### src/rtl/bpq_pkg.sv
// Shared types and codes for the bucket priority queue.
// Request and response payloads, status and kind codes, chain control bundle.
// No dependencies.
package bpq_pkg;

  typedef enum logic [1:0] {
    ST_OK    = 2'd0,
    ST_FULL  = 2'd1,
    ST_EMPTY = 2'd2,
    ST_LEVEL = 2'd3
  } status_e;

  typedef enum logic {
    KIND_ENQ = 1'b0,
    KIND_DEQ = 1'b1
  } kind_e;

  localparam int unsigned FieldElemW = 32;
  localparam int unsigned FieldLevelW = 4;
  localparam int unsigned FieldOccW = 7;

  typedef struct packed {
    logic                   kind;
    logic [FieldElemW-1:0]  element;
    logic [FieldLevelW-1:0] level;
  } bpq_in_t;

  typedef struct packed {
    logic [FieldElemW-1:0]  front_element;
    logic [FieldLevelW-1:0] front_level;
    logic [FieldOccW-1:0]   occupancy;
    logic                   is_empty;
    logic [1:0]             status;
  } bpq_out_t;

  // Command broadcast to every cell of the chain for one step.
  typedef struct packed {
    logic                   enq;
    logic                   deq;
    logic [FieldLevelW-1:0] level;
    logic [FieldElemW-1:0]  element;
  } chain_ctrl_t;

endpackage

### src/rtl/bpq_cell.sv
// One slot of the sorted element chain.
// Holds valid, level and element; takes a neighbor's entry on shifts.
// Depends on bpq_pkg.
module bpq_cell import bpq_pkg::*; #(
  parameter int unsigned ELEM_W = 32
) (
  input  logic                   clk_i,
  input  logic                   rst_ni,
  input  chain_ctrl_t            ctrl_i,
  input  logic                   prev_keep_i,
  input  logic                   prev_valid_i,
  input  logic [FieldLevelW-1:0] prev_level_i,
  input  logic [ELEM_W-1:0]      prev_elem_i,
  input  logic                   next_valid_i,
  input  logic [FieldLevelW-1:0] next_level_i,
  input  logic [ELEM_W-1:0]      next_elem_i,
  output logic                   keep_o,
  output logic                   valid_o,
  output logic [FieldLevelW-1:0] level_o,
  output logic [ELEM_W-1:0]      elem_o,
  output logic                   valid_d_o,
  output logic [FieldLevelW-1:0] level_d_o,
  output logic [ELEM_W-1:0]      elem_d_o
);

  logic                   valid_q, valid_d;
  logic [FieldLevelW-1:0] level_q, level_d;
  logic [ELEM_W-1:0]      elem_q, elem_d;

  // Entries at or below the new level stay ahead of it (FIFO within a level).
  assign keep_o = valid_q && (level_q <= ctrl_i.level);

  always_comb begin
    valid_d = valid_q;
    level_d = level_q;
    elem_d  = elem_q;
    if (ctrl_i.deq) begin
      valid_d = next_valid_i;
      level_d = next_level_i;
      elem_d  = next_elem_i;
    end else if (ctrl_i.enq && !keep_o) begin
      if (prev_keep_i) begin
        valid_d = 1'b1;
        level_d = ctrl_i.level;
        elem_d  = ctrl_i.element[ELEM_W-1:0];
      end else begin
        valid_d = prev_valid_i;
        level_d = prev_level_i;
        elem_d  = prev_elem_i;
      end
    end
  end

  always_ff @(posedge clk_i or negedge rst_ni) begin
    if (!rst_ni) begin
      valid_q <= 1'b0;
    end else begin
      valid_q <= valid_d;
    end
  end

  always_ff @(posedge clk_i) begin
    level_q <= level_d;
    elem_q  <= elem_d;
  end

  assign valid_o   = valid_q;
  assign level_o   = level_q;
  assign elem_o    = elem_q;
  assign valid_d_o = valid_d;
  assign level_d_o = level_d;
  assign elem_d_o  = elem_d;

endmodule

### src/rtl/bpq_chain.sv
// Row of bpq_cell slots kept sorted by level, then by age.
// Cell 0 is the front; exposes the front's next-cycle contents.
// Depends on bpq_pkg and bpq_cell.
module bpq_chain import bpq_pkg::*; #(
  parameter int unsigned DEPTH  = 64,
  parameter int unsigned ELEM_W = 32
) (
  input  logic                   clk_i,
  input  logic                   rst_ni,
  input  chain_ctrl_t            ctrl_i,
  output logic                   head_valid_o,
  output logic [FieldLevelW-1:0] head_level_o,
  output logic [ELEM_W-1:0]      head_elem_o
);

  logic                   keep  [DEPTH];
  logic                   valid [DEPTH];
  logic [FieldLevelW-1:0] level [DEPTH];
  logic [ELEM_W-1:0]      elem  [DEPTH];

  for (genvar i = 0; i < DEPTH; i++) begin : g_cell
    logic                   p_keep, p_valid, n_valid;
    logic [FieldLevelW-1:0] p_level, n_level;
    logic [ELEM_W-1:0]      p_elem, n_elem;

    if (i == 0) begin : g_first
      assign p_keep  = 1'b1;
      assign p_valid = 1'b0;
      assign p_level = '0;
      assign p_elem  = '0;
    end else begin : g_mid
      assign p_keep  = keep[i-1];
      assign p_valid = valid[i-1];
      assign p_level = level[i-1];
      assign p_elem  = elem[i-1];
    end

    if (i == DEPTH - 1) begin : g_last
      assign n_valid = 1'b0;
      assign n_level = '0;
      assign n_elem  = '0;
    end else begin : g_inner
      assign n_valid = valid[i+1];
      assign n_level = level[i+1];
      assign n_elem  = elem[i+1];
    end

    if (i == 0) begin : g_head
      bpq_cell #(.ELEM_W(ELEM_W)) u_cell (
        .clk_i, .rst_ni, .ctrl_i,
        .prev_keep_i (p_keep),  .prev_valid_i(p_valid),
        .prev_level_i(p_level), .prev_elem_i (p_elem),
        .next_valid_i(n_valid), .next_level_i(n_level), .next_elem_i(n_elem),
        .keep_o (keep[i]), .valid_o(valid[i]), .level_o(level[i]), .elem_o(elem[i]),
        .valid_d_o(head_valid_o), .level_d_o(head_level_o), .elem_d_o(head_elem_o)
      );
    end else begin : g_body
      bpq_cell #(.ELEM_W(ELEM_W)) u_cell (
        .clk_i, .rst_ni, .ctrl_i,
        .prev_keep_i (p_keep),  .prev_valid_i(p_valid),
        .prev_level_i(p_level), .prev_elem_i (p_elem),
        .next_valid_i(n_valid), .next_level_i(n_level), .next_elem_i(n_elem),
        .keep_o (keep[i]), .valid_o(valid[i]), .level_o(level[i]), .elem_o(elem[i]),
        .valid_d_o(), .level_d_o(), .elem_d_o()
      );
    end
  end

endmodule

### config.mk
export PLATFORM = sky130hd
export DESIGN_NAME = bpq_chain
export DESIGN_NICKNAME = d
export VERILOG_FILES = /design/src/rtl/bpq_pkg.sv /design/src/rtl/bpq_cell.sv /design/src/rtl/bpq_chain.sv
export SDC_FILE = /design/constraint.sdc
export NUM_CORES = 2
export LEC_CHECK = 0
export BUFFER_PORTS_ARGS = -buffer_cell sky130_fd_sc_hd__buf_2
export CAP_MARGIN = 20
export CORE_ASPECT_RATIO = 1.5
export CORE_MARGIN = 2
export CORE_UTILIZATION = 51
export DETAILED_ROUTE_END_ITERATION = 12
export MAX_ROUTING_LAYER = met4
export PLACE_DENSITY = 0.66
export SETUP_SLACK_MARGIN = 0.2
export SYNTH_ARGS = -nofsm -noshare
export SYNTH_HDL_FRONTEND = slang
export SYNTH_SLANG_ARGS = --single-unit
### constraint.sdc
create_clock -name clk_i -period 3.98 [get_ports clk_i]
set_input_delay 0 -clock clk_i [delete_from_list [all_inputs] [get_ports clk_i]]
set_output_delay 0 -clock clk_i [all_outputs]
set_load 0.05 [all_outputs]
==> summary.md <==
| Metric | Value |
|---|---|
| Critical Path RT | `3.98 ns` |
| Initial DRC Count | `10920` |
| Fmax achieved | `276.7 MHz` |
| Max Cap Violations | `0` |
| Layout cells sized above 1 | `0.09835` |
| Final nets | `9183` |
| Status | `completed` |
| Number of synthesized flops with an enable pin | `2232` |
| Core Area | `0.2417 mm2` |
| Min-delay src | `ctrl_i[30]` |
| Number of global-route vias before repair | `87890` |
| Mapped Cells | `9526` |
| Gr usage total | `0.3026` |
| Vias | `89300` |
| Cell family contributing the most delay on the critical path | `buffers and inverters` |
| Initial antenna violation count | `11` |
| Layout Skew | `0.05015 ns` |
| DR WL/cell | `30.50 um` |
| Grt ovf | `0` |
| Yosys top cell by area | `edfxtp_1` |
| Input/output buffers | `76` |
| Worst vdd ir | `486.6 uV` |
| TritonCTS clock tree | `done` |
| Arrival time at the worst endpoint | `3.61 ns` |
| Final Max Tran Viols | `0` |
| Post-route ant nets | `0` |
| Ys flop type | `edfxtp_1` |
| Yosys top cell area share | `0.5408` |
| Pin count of the biggest net entering global routing | `278` |
| Synth Net Count | `9822` |
| Sum of negative setup slack | `0 ns` |
| DPL Wire Length | `242500 um` |
| Maximum root-to-sink buffer count | `4` |
| Worst R2R Setup Slack | `1.09 ns` |
| Hold depth | `4` |
| Unrepaired setup endpoints after global routing | `no` |
| Synthesis-to-layout area growth | `9.859%` |
| Setup Slack @ Placement | `0.5976 ns` |
| CP peak stage delay | `0.52 ns` |
| Fin crit period | `3.614 ns` |
| Logic depth of the worst path, buffers included | `11` |
| TritonRoute pass-1 iters | `12` |
| Relative slew slack | `0.1989` |
| Worst Hold Class | `in2reg` |
| Buf+Inv Stages, Crit Path | `6` |
| CP max stage cell | `dlygate4sd3_1` |
| Part of the cycle the worst path needs | `0.9080` |
| Worst-Margin Slew | `1.202 ns` |
| CP Max Fanout | `24` |
| Vias per cell | `7.257` |
| Die X | `406.5 um` |
| Endpoints failing hold | `0` |
| Synth top cells by count | `a221o_1, edfxtp_1, nor3b_1, clkbuf_1, buf_2` |
| H-tree depth | `4` |
| Synth unique cells | `39` |
| Seq/Total Area, Yosys | `0.5654` |
| CP cell instances | `dlygate4sd3_1 > buf_2 > clkinv_2 > buf_4 > ha_1 > o211ai_1 > a211oi_4 > buf_4 > nor3b_1 > a221o_1 > buf_2` |
| Leak pwr | `46.26 nW` |
| Synth area leaders | `edfxtp_1, a221o_1, nor3b_1` |
| Synth Register Bits | `2368` |
| Fin worst setup slack | `0.3661 ns` |
| Row cnt | `221` |
| CP Class | `in2out` |
| Mapped Avg Cell Area | `13.01 um2` |
| Final WL | `375300 um` |
| Clk slew on worst S/H paths | `0.06 ns` |
| FF-to-FF Start | `g_cell[7].g_body.u_cell.level_o[2]$_DFFE_PP_` |
| FF-to-FF End | `g_cell[8].g_body.u_cell.elem_o[24]$_DFFE_PP_` |
| Hold Crit Endpoint | `g_cell[63].g_body.u_cell.elem_o[30]$_SDFFE_PP0P_` |
| Final Setup Violations | `0` |
| CTS buffer count | `229` |
| CTS Sinks | `2368` |
| Starting density of the core | `0.5128` |
| Yosys warning total | `0` |
| Global-route wire length before repair | `560200 um` |
| Async set-reset flop share out of synthesis | `0.02703` |
| Postcts setup bufs | `0` |
| Power density cells | `806.5 mW/mm2` |
| Crit end category | `output port` |
| Die area | `0.2470 mm2` |
| DRC Markers | `0` |
| Root Driver | `clkbuf_16` |
| Die extent in y | `607.7 um` |
| Startpoint types | `input pin` |
| Clock latency on the worst-skew pair | `0.91 ns` |
| Ports | `77` |
| R2r worst-path depth | `7` |
| Synthesized area | `0.1239 mm2` |
| Placer's final routability congestion estimate | `0.8844` |
registers in the layout, indices dropped and copies added (netlist names):
register                      cells
g_cell.g_head.u_cell.level_o      4
g_cell.g_body.u_cell.valid_o     63
g_cell.g_head.u_cell.valid_o      1
g_cell.g_body.u_cell.elem_o    2016
g_cell.g_body.u_cell.level_o    252
g_cell.g_head.u_cell.elem_o      32
worst max-delay path by stage:
stage,from,end,slack (ns)
after CTS,ctrl_i[33],head_elem_o[1],0.36
final,ctrl_i[34],head_elem_o[31],0.37
after global routing,ctrl_i[34],head_elem_o[3],0.22
after floorplan,ctrl_i[35],g_cell[62].g_body.u_cell.elem_o[0]$_DFFE_PP_,0.33
after global placement,ctrl_i[34],g_cell[42].g_body.u_cell.elem_o[18]$_DFFE_PP_,0.66
after detailed placement,ctrl_i[34],g_cell[51].g_body.u_cell.elem_o[16]$_DFFE_PP_,0.60
cells by family (layout without fill, tap and decap cells):
| logic type | after synthesis | after routing | share of synthesized area |
|---|---|---|---|
| simple gates | 2761 | 2761 | 0.1545 |
| fa+ha+maj | 256 | 256 | 0.02585 |
| compound gates | 2688 | 2688 | 0.2040 |
| buf+inv | 1417 | 961 | 0.04738 |
| other cells | 0 | 2 | 0 |
| mux | 36 | 36 | 0.002908 |
| flops | 2368 | 2368 | 0.5654 |
worst reg2reg max path: cells and delay by family, from the launching register on:
kind | cells | cell delay [ns]
buffers and inverters | 1 | 0.38
AND/OR/NAND/NOR | 2 | 0.20
adder cells (fa/ha/maj) | 1 | 0.32
AO/OA/AOI/OAI | 3 | 1.29
flip-flops | 1 | 0.44
per-layer routing:
metal,GRT usage,part of all wire
met1,0.3749,0.38
met2,0.4919,0.49
met3,0.03300,0.069
met4,0.1519,0.057
met5,-,0
placed cells by master (no fill, tap or decap), types with 39 or more instances in the layout:
cell type	n
a221o_1	2232
edfxtp_1	2232
nor3b_1	2170
ha_1	256
nand2_1	232
clkbuf_16	232
buf_4	211
nor2b_1	156
buf_12	113
o21ai_0	100
inv_1	97
dfxtp_1	72
buf_2	72
a21oi_1	65
dfrtp_1	64
nand3_1	62
nor3_1	62
o21bai_4	61
a211oi_1	61
clkinv_2	52
clkbuf_1	51
dlygate4sd3_1	49
nor2_1	39
stage by stage:
step / hold slack [ns] / instances / utilization / cell area [um2] / total power, mW
2_1_floorplan: -0.2956 / 9526 / - / 124200 / 73.33
3_3_place_gp: 0.04848 / 11830 / 0.5308 / 128300 / 86.14
3_5_place_dp: 0.05777 / 11840 / 0.5311 / 128400 / 87.47
4_1_cts: 0.001786 / 12300 / 0.5630 / 136100 / 109.6
5_1_grt: 0.05467 / 12300 / 0.5633 / 136100 / 114.7
6_report: 0.05130 / 12310 / 0.5634 / 136100 / 109.8
power breakdown:
part / switching (mW) / internal (mW)
registers: 8.92 / 42.4
clock network: 9.94 / 12.0
logic: 19.6 / 17.0
area by class of cell:
cell class	instances	area, um2
Antenna cell	2	5.005
Clock buffer	291	6107
Clock inverter	123	1086
Fill cell	19590	105500
Inverter	101	389.1
Multi-Input combinational cell	5741	49720
Sequential cell	2368	70070
Tap cell	3233	4045
Timing Repair Buffer	446	4725
timing repair:
| action | 4_1_cts | 5_1_grt |
|---|---|---|
| hold endpoints to repair | 245 | 0 |
| resized for setup | 0 | 1 |
| hold buffers | 50 | 0 |
| endpoints found under the setup margin | 0 | 9 |
No activity file was read; power rests on OpenSTA's default activity.
